==> config.mk <==
export PLATFORM = sky130hd
export DESIGN_NAME = cumulative_histogram_counter_top
export DESIGN_NICKNAME = d
export VERILOG_FILES = /design/src/sv/chc_pkg.sv /design/src/sv/chc_head.sv /design/src/sv/chc_cell.sv /design/src/sv/cumulative_histogram_counter_top.sv
export SDC_FILE = /design/constraint.sdc
export NUM_CORES = 2
export LEC_CHECK = 0
export ABC_AREA = 1
export BUFFER_PORTS_ARGS = -buffer_cell sky130_fd_sc_hd__buf_2
export CAP_MARGIN = 20
export CORE_UTILIZATION = 52
export CTS_BUF_LIST = sky130_fd_sc_hd__clkbuf_8
export CTS_CLUSTER_SIZE = 25
export DETAILED_ROUTE_END_ITERATION = 8
export GPL_TIMING_DRIVEN = 0
export PLACE_DENSITY = 0.68
export SLEW_MARGIN = 20
export SYNTH_ARGS = -nofsm -noshare
export SYNTH_HDL_FRONTEND = slang
export SYNTH_SLANG_ARGS = --single-unit
==> constraint.sdc <==
create_clock -name aclk -period 84.4 [get_ports aclk]
set_clock_uncertainty 0.2 [all_clocks]
set_input_delay 21.1 -clock aclk [delete_from_list [all_inputs] [get_ports aclk]]
set_output_delay 21.1 -clock aclk [all_outputs]
set_load 0.02 [all_outputs]
==> src/sv/chc_pkg.sv <==
// ----------------------------------------------------------------------------
// chc_pkg - shared types and constants
// Item layout that flows along the bucket cell chain, opcodes, selector codes
// and the reset values of the bucket limits.
// ----------------------------------------------------------------------------
package chc_pkg;

    localparam int SAMPLE_W    = 32;
    localparam int VALUE_W     = 64;
    localparam int SEL_W       = 4;
    localparam int CFG_INDEX_W = 4;
    localparam int MAX_BUCKETS = 8;

    // opcodes
    localparam logic OP_OBSERVE = 1'b0;
    localparam logic OP_READ    = 1'b1;

    // selector codes beyond the bucket range
    localparam logic [SEL_W-1:0] SEL_TOTAL = 4'd8;
    localparam logic [SEL_W-1:0] SEL_SUM   = 4'd9;

    // limit reset values, signed Q16.16
    localparam logic [SAMPLE_W-1:0] LIMIT_RESET [MAX_BUCKETS] = '{
        32'd328, 32'd655, 32'd1638, 32'd3277,
        32'd6554, 32'd16384, 32'd32768, 32'd65536
    };

    // one item in flight along the chain
    typedef struct packed {
        logic                valid;
        logic                op;
        logic [SAMPLE_W-1:0] sample;
        logic [SEL_W-1:0]    sel;
        logic                go;      // scan still running downward
        logic [VALUE_W-1:0]  value;   // read result gathered on the way
    } chc_item_t;

endpackage

==> src/sv/chc_head.sv <==
// ----------------------------------------------------------------------------
// chc_head - entry stage
// Keeps the total count and the running sum, captures the incoming item and
// starts the downward bucket scan.
// ----------------------------------------------------------------------------
module chc_head
    import chc_pkg::*;
#(
    parameter int COUNT_WIDTH = 32
) (
    input  logic                aclk,
    input  logic                aresetn,
    input  logic                advance,
    input  logic                in_valid,
    input  logic                in_op,
    input  logic [SAMPLE_W-1:0] in_sample,
    input  logic [SEL_W-1:0]    in_sel,
    output chc_item_t           item_out
);

    logic [COUNT_WIDTH-1:0] total_reg;
    logic [COUNT_WIDTH-1:0] total_next;
    logic [VALUE_W-1:0]     sum_reg;
    logic [VALUE_W-1:0]     sum_next;
    chc_item_t              item_reg;
    chc_item_t              item_next;
    logic                   observe;

    assign observe = advance && in_valid && (in_op == OP_OBSERVE);

    // update total and sum on an observe
    always_comb begin
        total_next = total_reg;
        sum_next   = sum_reg;
        if (observe) begin
            total_next = total_reg + COUNT_WIDTH'(1);
            sum_next   = sum_reg + VALUE_W'($signed(in_sample));
        end
    end

    // form the item; reads of total or sum pick their value here
    always_comb begin
        item_next        = '0;
        item_next.valid  = in_valid;
        item_next.op     = in_op;
        item_next.sample = in_sample;
        item_next.sel    = in_sel;
        item_next.go     = 1'b1;
        case (in_sel)
            SEL_TOTAL: item_next.value = VALUE_W'(total_reg);
            SEL_SUM:   item_next.value = sum_reg;
            default:   item_next.value = '0;
        endcase
    end

    always_ff @(posedge aclk) begin
        if (!aresetn) begin
            total_reg      <= '0;
            sum_reg        <= '0;
            item_reg.valid <= 1'b0;
        end else begin
            total_reg <= total_next;
            sum_reg   <= sum_next;
            if (advance) begin
                item_reg <= item_next;
            end
        end
    end

    assign item_out = item_reg;

endmodule

==> src/sv/chc_cell.sv <==
// ----------------------------------------------------------------------------
// chc_cell - one bucket of the chain
// Holds one limit and one bucket count. An observe bumps the count while the
// scan is still running and the sample is at or below the limit; a read of
// this bucket picks up the count. The item moves on to the next cell.
// ----------------------------------------------------------------------------
module chc_cell
    import chc_pkg::*;
#(
    parameter int IDX         = 0,
    parameter int COUNT_WIDTH = 32
) (
    input  logic                   aclk,
    input  logic                   aresetn,
    input  logic                   advance,
    input  logic                   cfg_we,
    input  logic [CFG_INDEX_W-1:0] cfg_index,
    input  logic [SAMPLE_W-1:0]    cfg_data,
    input  chc_item_t              item_in,
    output chc_item_t              item_out
);

    logic [SAMPLE_W-1:0]    limit_reg;
    logic [COUNT_WIDTH-1:0] count_reg;
    logic [COUNT_WIDTH-1:0] count_next;
    chc_item_t              item_reg;
    chc_item_t              item_next;
    logic                   in_range;
    logic                   hit;

    assign in_range = $signed(item_in.sample) <= $signed(limit_reg);
    assign hit      = item_in.valid && (item_in.op == OP_OBSERVE)
                      && item_in.go && in_range;

    // bump the count and carry the scan onward
    always_comb begin
        count_next = count_reg;
        item_next  = item_in;
        if (advance && hit) begin
            count_next = count_reg + COUNT_WIDTH'(1);
        end
        item_next.go = item_in.go && in_range;
        if (item_in.sel == SEL_W'(IDX)) begin
            item_next.value = VALUE_W'(count_reg);
        end
    end

    always_ff @(posedge aclk) begin
        if (!aresetn) begin
            limit_reg      <= LIMIT_RESET[IDX];
            count_reg      <= '0;
            item_reg.valid <= 1'b0;
        end else begin
            count_reg <= count_next;
            if (cfg_we && (cfg_index == CFG_INDEX_W'(IDX))) begin
                limit_reg <= cfg_data;
            end
            if (advance) begin
                item_reg <= item_next;
            end
        end
    end

    assign item_out = item_reg;

endmodule

==> src/sv/cumulative_histogram_counter_top.sv <==
// ----------------------------------------------------------------------------
// Path: a read item accepted at the input is registered in the head stage, then
// in each bucket cell in turn, before its result is valid.
// Throughput: one item per cycle; the chain of bucket cells and the output
// register advance together and hold only while a result waits on m_tready.
// Reset: synchronous, active low; clears all counts, the sum and the item
// valid flags, and loads the default limits.
// ----------------------------------------------------------------------------
// cumulative_histogram_counter_top - cumulative bucket histogram
// Observe items add to the sum and count and walk the bucket cells from the
// top bucket down; read items collect one bucket count, the total or the sum
// (zero for an unused selector) on the way and come out as a result.
// ----------------------------------------------------------------------------
module cumulative_histogram_counter_top
    import chc_pkg::*;
#(
    parameter int NUM_BUCKETS = 8,
    parameter int COUNT_WIDTH = 32
) (
    input  logic                   aclk,
    input  logic                   aresetn,
    // input items
    input  logic                   s_tvalid,
    output logic                   s_tready,
    input  logic [31:0]            s_tdata,   // [31:0] sample
    input  logic [4:0]             s_tuser,   // [0] opcode, [4:1] read_select
    // results
    output logic                   m_tvalid,
    input  logic                   m_tready,
    output logic [63:0]            m_tdata,   // [63:0] read_value
    // configuration writes
    input  logic                   cfg_valid,
    output logic                   cfg_ready,
    input  logic [CFG_INDEX_W-1:0] cfg_index,
    input  logic [SAMPLE_W-1:0]    cfg_data
);

    chc_item_t items [NUM_BUCKETS+1];
    logic      advance;
    logic      cfg_we;
    chc_item_t last_item;

    assign last_item = items[NUM_BUCKETS];

    // the whole chain moves unless a result is stalled at the output
    assign m_tvalid  = last_item.valid && (last_item.op == OP_READ);
    assign m_tdata   = last_item.value;
    assign advance   = !m_tvalid || m_tready;
    assign s_tready  = advance;
    assign cfg_ready = 1'b1;
    assign cfg_we    = cfg_valid;

    chc_head #(
        .COUNT_WIDTH (COUNT_WIDTH)
    ) u_head (
        .aclk      (aclk),
        .aresetn   (aresetn),
        .advance   (advance),
        .in_valid  (s_tvalid),
        .in_op     (s_tuser[0]),
        .in_sample (s_tdata),
        .in_sel    (s_tuser[4:1]),
        .item_out  (items[0])
    );

    // cell k serves bucket NUM_BUCKETS-1-k: the scan runs from the top down
    for (genvar k = 0; k < NUM_BUCKETS; k++) begin : g_cell
        chc_cell #(
            .IDX         (NUM_BUCKETS - 1 - k),
            .COUNT_WIDTH (COUNT_WIDTH)
        ) u_cell (
            .aclk      (aclk),
            .aresetn   (aresetn),
            .advance   (advance),
            .cfg_we    (cfg_we),
            .cfg_index (cfg_index),
            .cfg_data  (cfg_data),
            .item_in   (items[k]),
            .item_out  (items[k+1])
        );
    end

endmodule

* Yosys cells after proc, flatten, opt, wreduce, memory -nomap -nowiden
Index checks and enable logic that the tools add are counted.
** Operators by class
- Add/sub/neg operators :: 10
- Magnitude comparators :: 8
- Equality and inequality tests :: 16
- Mux-type cells :: 9
- Bitwise logic cells :: 9
- Reductions and logical operators :: 53
** Operators with widths (count)
- $add 32x1->32 const B :: 9
- $le 32x32->1 :: 8
- $mux 32 :: 8
- $pmux 64 s2 :: 1
- $add 64x64->64 :: 1
- $logic_and 1x1->1 :: 48
- $eq 4x3->1 const B :: 8
- $eq 4x2->1 const B :: 4
- $not 1->1 :: 9
- $eq 4x1->1 const B :: 2
- $eq 4x4->1 const B :: 2
- $logic_not 4->1 :: 2
- $reduce_and 2->1 :: 1
- $logic_not 1->1 :: 1
- $logic_or 1x1->1 :: 1
** Storage, ports and cells
- Flip-flop bits (word level) :: 1497
- Input bits :: 78
- Output and inout port bits :: 67
- Word-level logic and storage cells :: 181

* Logic depth before layout (Yosys ltp)
- Word-level depth :: 5
- Mapped depth :: 21

* Hierarchy
Synthesis repeated with hierarchy kept, for this count alone.
** Unflattened totals
- Cells, all modules :: 9209
- Area, all modules :: 76345.7 sq um
** By module, submodules not included
- chc_cell (g_cell[1].u_cell ...) :: instances 2, cells each 911, area an instance 7871.3 sq um, sequential area each 4364.2 sq um
- chc_head :: instances 1, cells each 2035, area an instance 13296.5 sq um, sequential area each 4974.8 sq um
- chc_cell (g_cell[5].u_cell) :: instances 1, cells each 918, area an instance 8070.2 sq um, sequential area each 4364.2 sq um
- chc_cell (g_cell[6].u_cell) :: instances 1, cells each 917, area an instance 8056.5 sq um, sequential area each 4364.2 sq um
- chc_cell (g_cell[0].u_cell) :: instances 1, cells each 893, area an instance 7850.0 sq um, sequential area each 4364.2 sq um
- chc_cell (g_cell[7].u_cell) :: instances 1, cells each 872, area an instance 7786.2 sq um, sequential area each 4364.2 sq um
- chc_cell (g_cell[3].u_cell) :: instances 1, cells each 873, area an instance 7759.9 sq um, sequential area each 4364.2 sq um
- chc_cell (g_cell[4].u_cell) :: instances 1, cells each 873, area an instance 7756.2 sq um, sequential area each 4364.2 sq um
- cumulative_histogram_counter_top :: instances 1, cells each 6, area an instance 27.5 sq um, sequential area each 0.0 sq um

* Least setup slack after synthesis
Ideal clock, no wire load.
- Path kind :: input -> register
- Start :: input aresetn
- End :: register g_cell[0].u_cell.item_reg, in the netlist g_cell[0].u_cell.item_out[0] (enable)
- Setup time :: 2154 ps
- Data arrival time :: 58226 ps
- Required time :: 82046 ps
- Setup slack :: 23820 ps
- Stages on the path :: 5
- Buffers on the path :: 3
- Cells stage by stage :: clkbuf_1 -> inv_2 -> clkbuf_1 -> clkbuf_1 -> nor2_1
** On the way
- Longest elaborated chain between the ends :: 1
** Ends and longest elaborated chain
- start, declared :: line cumulative_histogram_counter_top.sv:21 : input logic aresetn,
- $reduce_and 2->1 (no source line)
- end signal, assigned :: line chc_cell.sv:59 : item_reg <= item_next;
- end, declared :: line chc_cell.sv:26 : chc_item_t item_reg;
Every way passes these cells.
A chain may end at the register's enable or synchronous reset.

* Final worst setup path
- Start :: input m_tready
- End :: output s_tready
** On the way
- Longest elaborated chain between the ends :: 1
** Ends and longest elaborated chain
- start, declared :: line cumulative_histogram_counter_top.sv:29 : input logic m_tready,
- $logic_or 1x1->1 :: line cumulative_histogram_counter_top.sv:48 : assign advance = !m_tvalid || m_tready;
- end, declared :: line cumulative_histogram_counter_top.sv:24 : output logic s_tready,
Every way passes these cells.

==> impl_metrics.csv <==
group,metric,value,unit
clock_tree,cts_tree,"yes",
global_route,overflow,0,
logic_synthesis,synth_area,0.0732,sq mm
floorplanning,initial_core_util,52.4,%
global_route,grt_use_total,27.7,%
global_route,grt_pass1_vias,56600,
global_route,antenna_found_initial,15,
drt,initialDrtViolationCount,4858,
floorplanning,rows,137,
drt,wire_per_inst,17.7,microns
logic_synthesis,synth_top_area_share,36.1,%
clock_tree,cts_max_level,5,
clock_tree,cts-hold-fix-buffers,0,
logic_synthesis,synth-seq-cells,1497,
drt,viasPerCell,5.29,
drt,via_count,59300,
floorplanning,die_w,377,microns
drt,antenna_left,0,
clock_tree,clock_latency,0.99,ns
setup_path,crit_chain,"buf_2 > inv_1 > nand3_2 > buf_12 > clkbuf_1 > buf_2",
clock_tree,ctsResizeCount,0,
global_route,grt_pass1_wl,307000,microns
timing,holdWs,0.219,ns
setup_path,critical_path_class,"in -> out",
setup_path,worstPathRequired,63.10,ns
global_route,grt_max_degree,35,
drt,dr.pass1.iters,8,
logic_synthesis,async_reset_ff_share,0,%
power,power,1.63,mW
worst_hold_path,hold_path_class,"reg -> reg",
logic_synthesis,synth_nets,9074,
setup_path,crit_arrival,22.49,ns
timing,slew_violations,0,
logic_synthesis,syn_avg_cell_area,8.44,sq um
setup_path,slowest_stage,"clkbuf_1",
final_layout,nNetsFinal,9534,
logic_synthesis,synth_seq_area_share,53.0,%
place,place.gp.congestion,1.01,
logic_synthesis,ys_top_cells_by_count,"nand2_1, inv_1, nor2_1",
floorplanning,dieHeight,377,microns
logic_synthesis,yosysWarnings,0,
timing,fmax,0.0228,GHz
setup_path,critPathBufInv,5,
logic_synthesis,synthFlopType,"edfxtp_1",
timing,hold_viol,0,
floorplanning,die-area,0.142,sq mm
setup_path,critPathMaxStageDelay,0.61,ns
flow_run,max_cap_viol_count,0,
power,ir_drop,0.0170,mV
final_layout,largest_reg_flops,787,
drt,drt_wl_total,199000,microns
status,status,"complete, no violations",
power,p_leak,34.4,nW
final_layout,drive_gt1_share,8.15,%
place,dp_hpwl,152000,microns
logic_synthesis,synthCells,8667,
timing,worst_slew_pin_slew,1.12,ns
setup_path,cp_common_cell,"buf_2",
power,power_density,19.8,mW/mm^2
timing,period_share,51.9,%
clock_tree,clkSinkCount,1497,
timing,rsz0062_at_grt,"false",
logic_synthesis,synth_cell_types,53,
timing,layout_min_cycle_time,43.79,ns
timing,setup_viol,0,
setup_path,worst-path-max-fanout,10,
logic_synthesis,synth_area_leaders,"edfxtp_1, dfxtp_1, nand2_1, inv_1, ha_1",
place,place.port_buffers,141,
clock_tree,cts_made_buffers,274,
logic_synthesis,yosys.area.top_type,"edfxtp_1",
timing,max-slew-margin-rel,25.6,%
final_layout,syn_to_final_growth,12.5,%
clock_tree,cts_root_buf,"clkbuf_8",
drt,route.detailed.drc,0,
setup_path,crit_path_start_kind,"input port",
logic_synthesis,synth_edf_count,880,
floorplanning,fp.coreArea,0.140,sq mm
clock_tree,post_cts_buffers,0,
setup_path,end_kind,"primary output",
floorplanning,ios,145,
clock_tree,cts_buffer_depth,4,
setup_path,cpLargestDelayFamily,"buffers and inverters",
logic_synthesis,yosysMostFrequentCell,"nand2_1",
final_layout,fin_util,59.0,%
clock_tree,clk_pin_slew_worst_paths,0.06,ns
timing,fin_setup_tns,0,ns
[kinds of logic after synthesis]
group / after synthesis / share of synthesized area (%)
AND/OR/NAND/NOR: 3583 / 21.1
adder cells (fa/ha/maj): 329 / 5.64
flip-flops: 1497 / 53.0
AO/OA/AOI/OAI: 1302 / 9.24
XOR/XNOR: 72 / 0.862
other: 1 / 0.00513
buffers and inverters: 1883 / 10.2
[report_power, final]
part	internal (mW)	switching, mW	leakage (nW)
registers	0.809	0.0133	13.7
logic	0.0469	0.107	17.8
clock network	0.356	0.298	2.91
[placed cells by master, fill, tap and decap left out, drive strengths merged, types with 2 or more instances in the layout]
cell type | synthesis | final
nor4 | 45 | 45
clkinv | 8 | 83
nor2 | 1028 | 1028
nand2 | 1663 | 1663
o22ai | 32 | 32
xnor2 | 6 | 6
nand3 | 403 | 403
diode | 0 | 14
a21oi | 566 | 566
a211oi | 5 | 5
or2 | 2 | 2
nor3 | 146 | 146
nor3b | 8 | 8
o21ai | 621 | 621
buf | 150 | 334
xor2 | 66 | 66
a21o | 19 | 19
nand4 | 271 | 271
bufinv | 0 | 7
nand3b | 9 | 9
edfxtp | 880 | 880
o211ai | 23 | 23
clkinvlp | 0 | 6
inv | 1489 | 1561
clkbuf | 236 | 546
a21boi | 4 | 4
a31oi | 3 | 3
and3 | 6 | 6
o21a | 18 | 18
ha | 328 | 328
dfxtp | 617 | 617
o21bai | 9 | 9
[per-stage QoR]
step                      cell area [sq um]  std cells  setup WS (ns)
final                                 82300      11200          40.61
after floorplan                       73200       8667          23.82
after global routing                  82300      11200          40.57
after detailed placement              77100      10700          40.63
after global placement                76200      10700           9.69
after CTS                             82200      11200          40.63
[worst register-to-register path, delay by kind of cell, from the launching register on]
family                 cells  cell delay (ns)
and+or+nand+nor            3             0.95
DFF                        1             0.41
buffers and inverters      9             2.07
[per-layer routing]
| layer | track usage, % | vias to the layer above | share of wire [%] |
|---|---|---|---|
| li1 | - | 29300 | - |
| met1 | 37.4 | 27600 | 44 |
| met2 | 44.1 | 2015 | 45 |
| met3 | 4.17 | 467 | 6.5 |
| met4 | 12.6 | 2 | 4.3 |
| met5 | 0 | - | 0.0055 |
[final timing paths]
check | start | end | slack [ns] | cells after the start
worst max-delay path | m_tready | s_tready | 40.61 | 6
worst min-delay path | u_head.item_out[66] | g_cell[0].u_cell.item_out[66] | 0.22 | 0
worst max register to register | g_cell[7].u_cell.item_out[101] | g_cell[0].u_cell.item_out[50] | 80.45 | 12
worst min register to register | u_head.item_out[66] | g_cell[0].u_cell.item_out[66] | 0.22 | 0
[cell type report]
cell class                      count  area (sq um)
Multi-Input combinational cell   5287         27000
Fill cell                       12500         57300
Sequential cell                  1497         38800
Buffer                            386          1810
Timing Repair Buffer              184          1570
Antenna cell                       14          35.0
Inverter                         1497          5620
Tap cell                         1876          2350
Clock inverter                    160           855
Clock buffer                      310          4270
No activity file was read; power rests on OpenSTA's default activity.
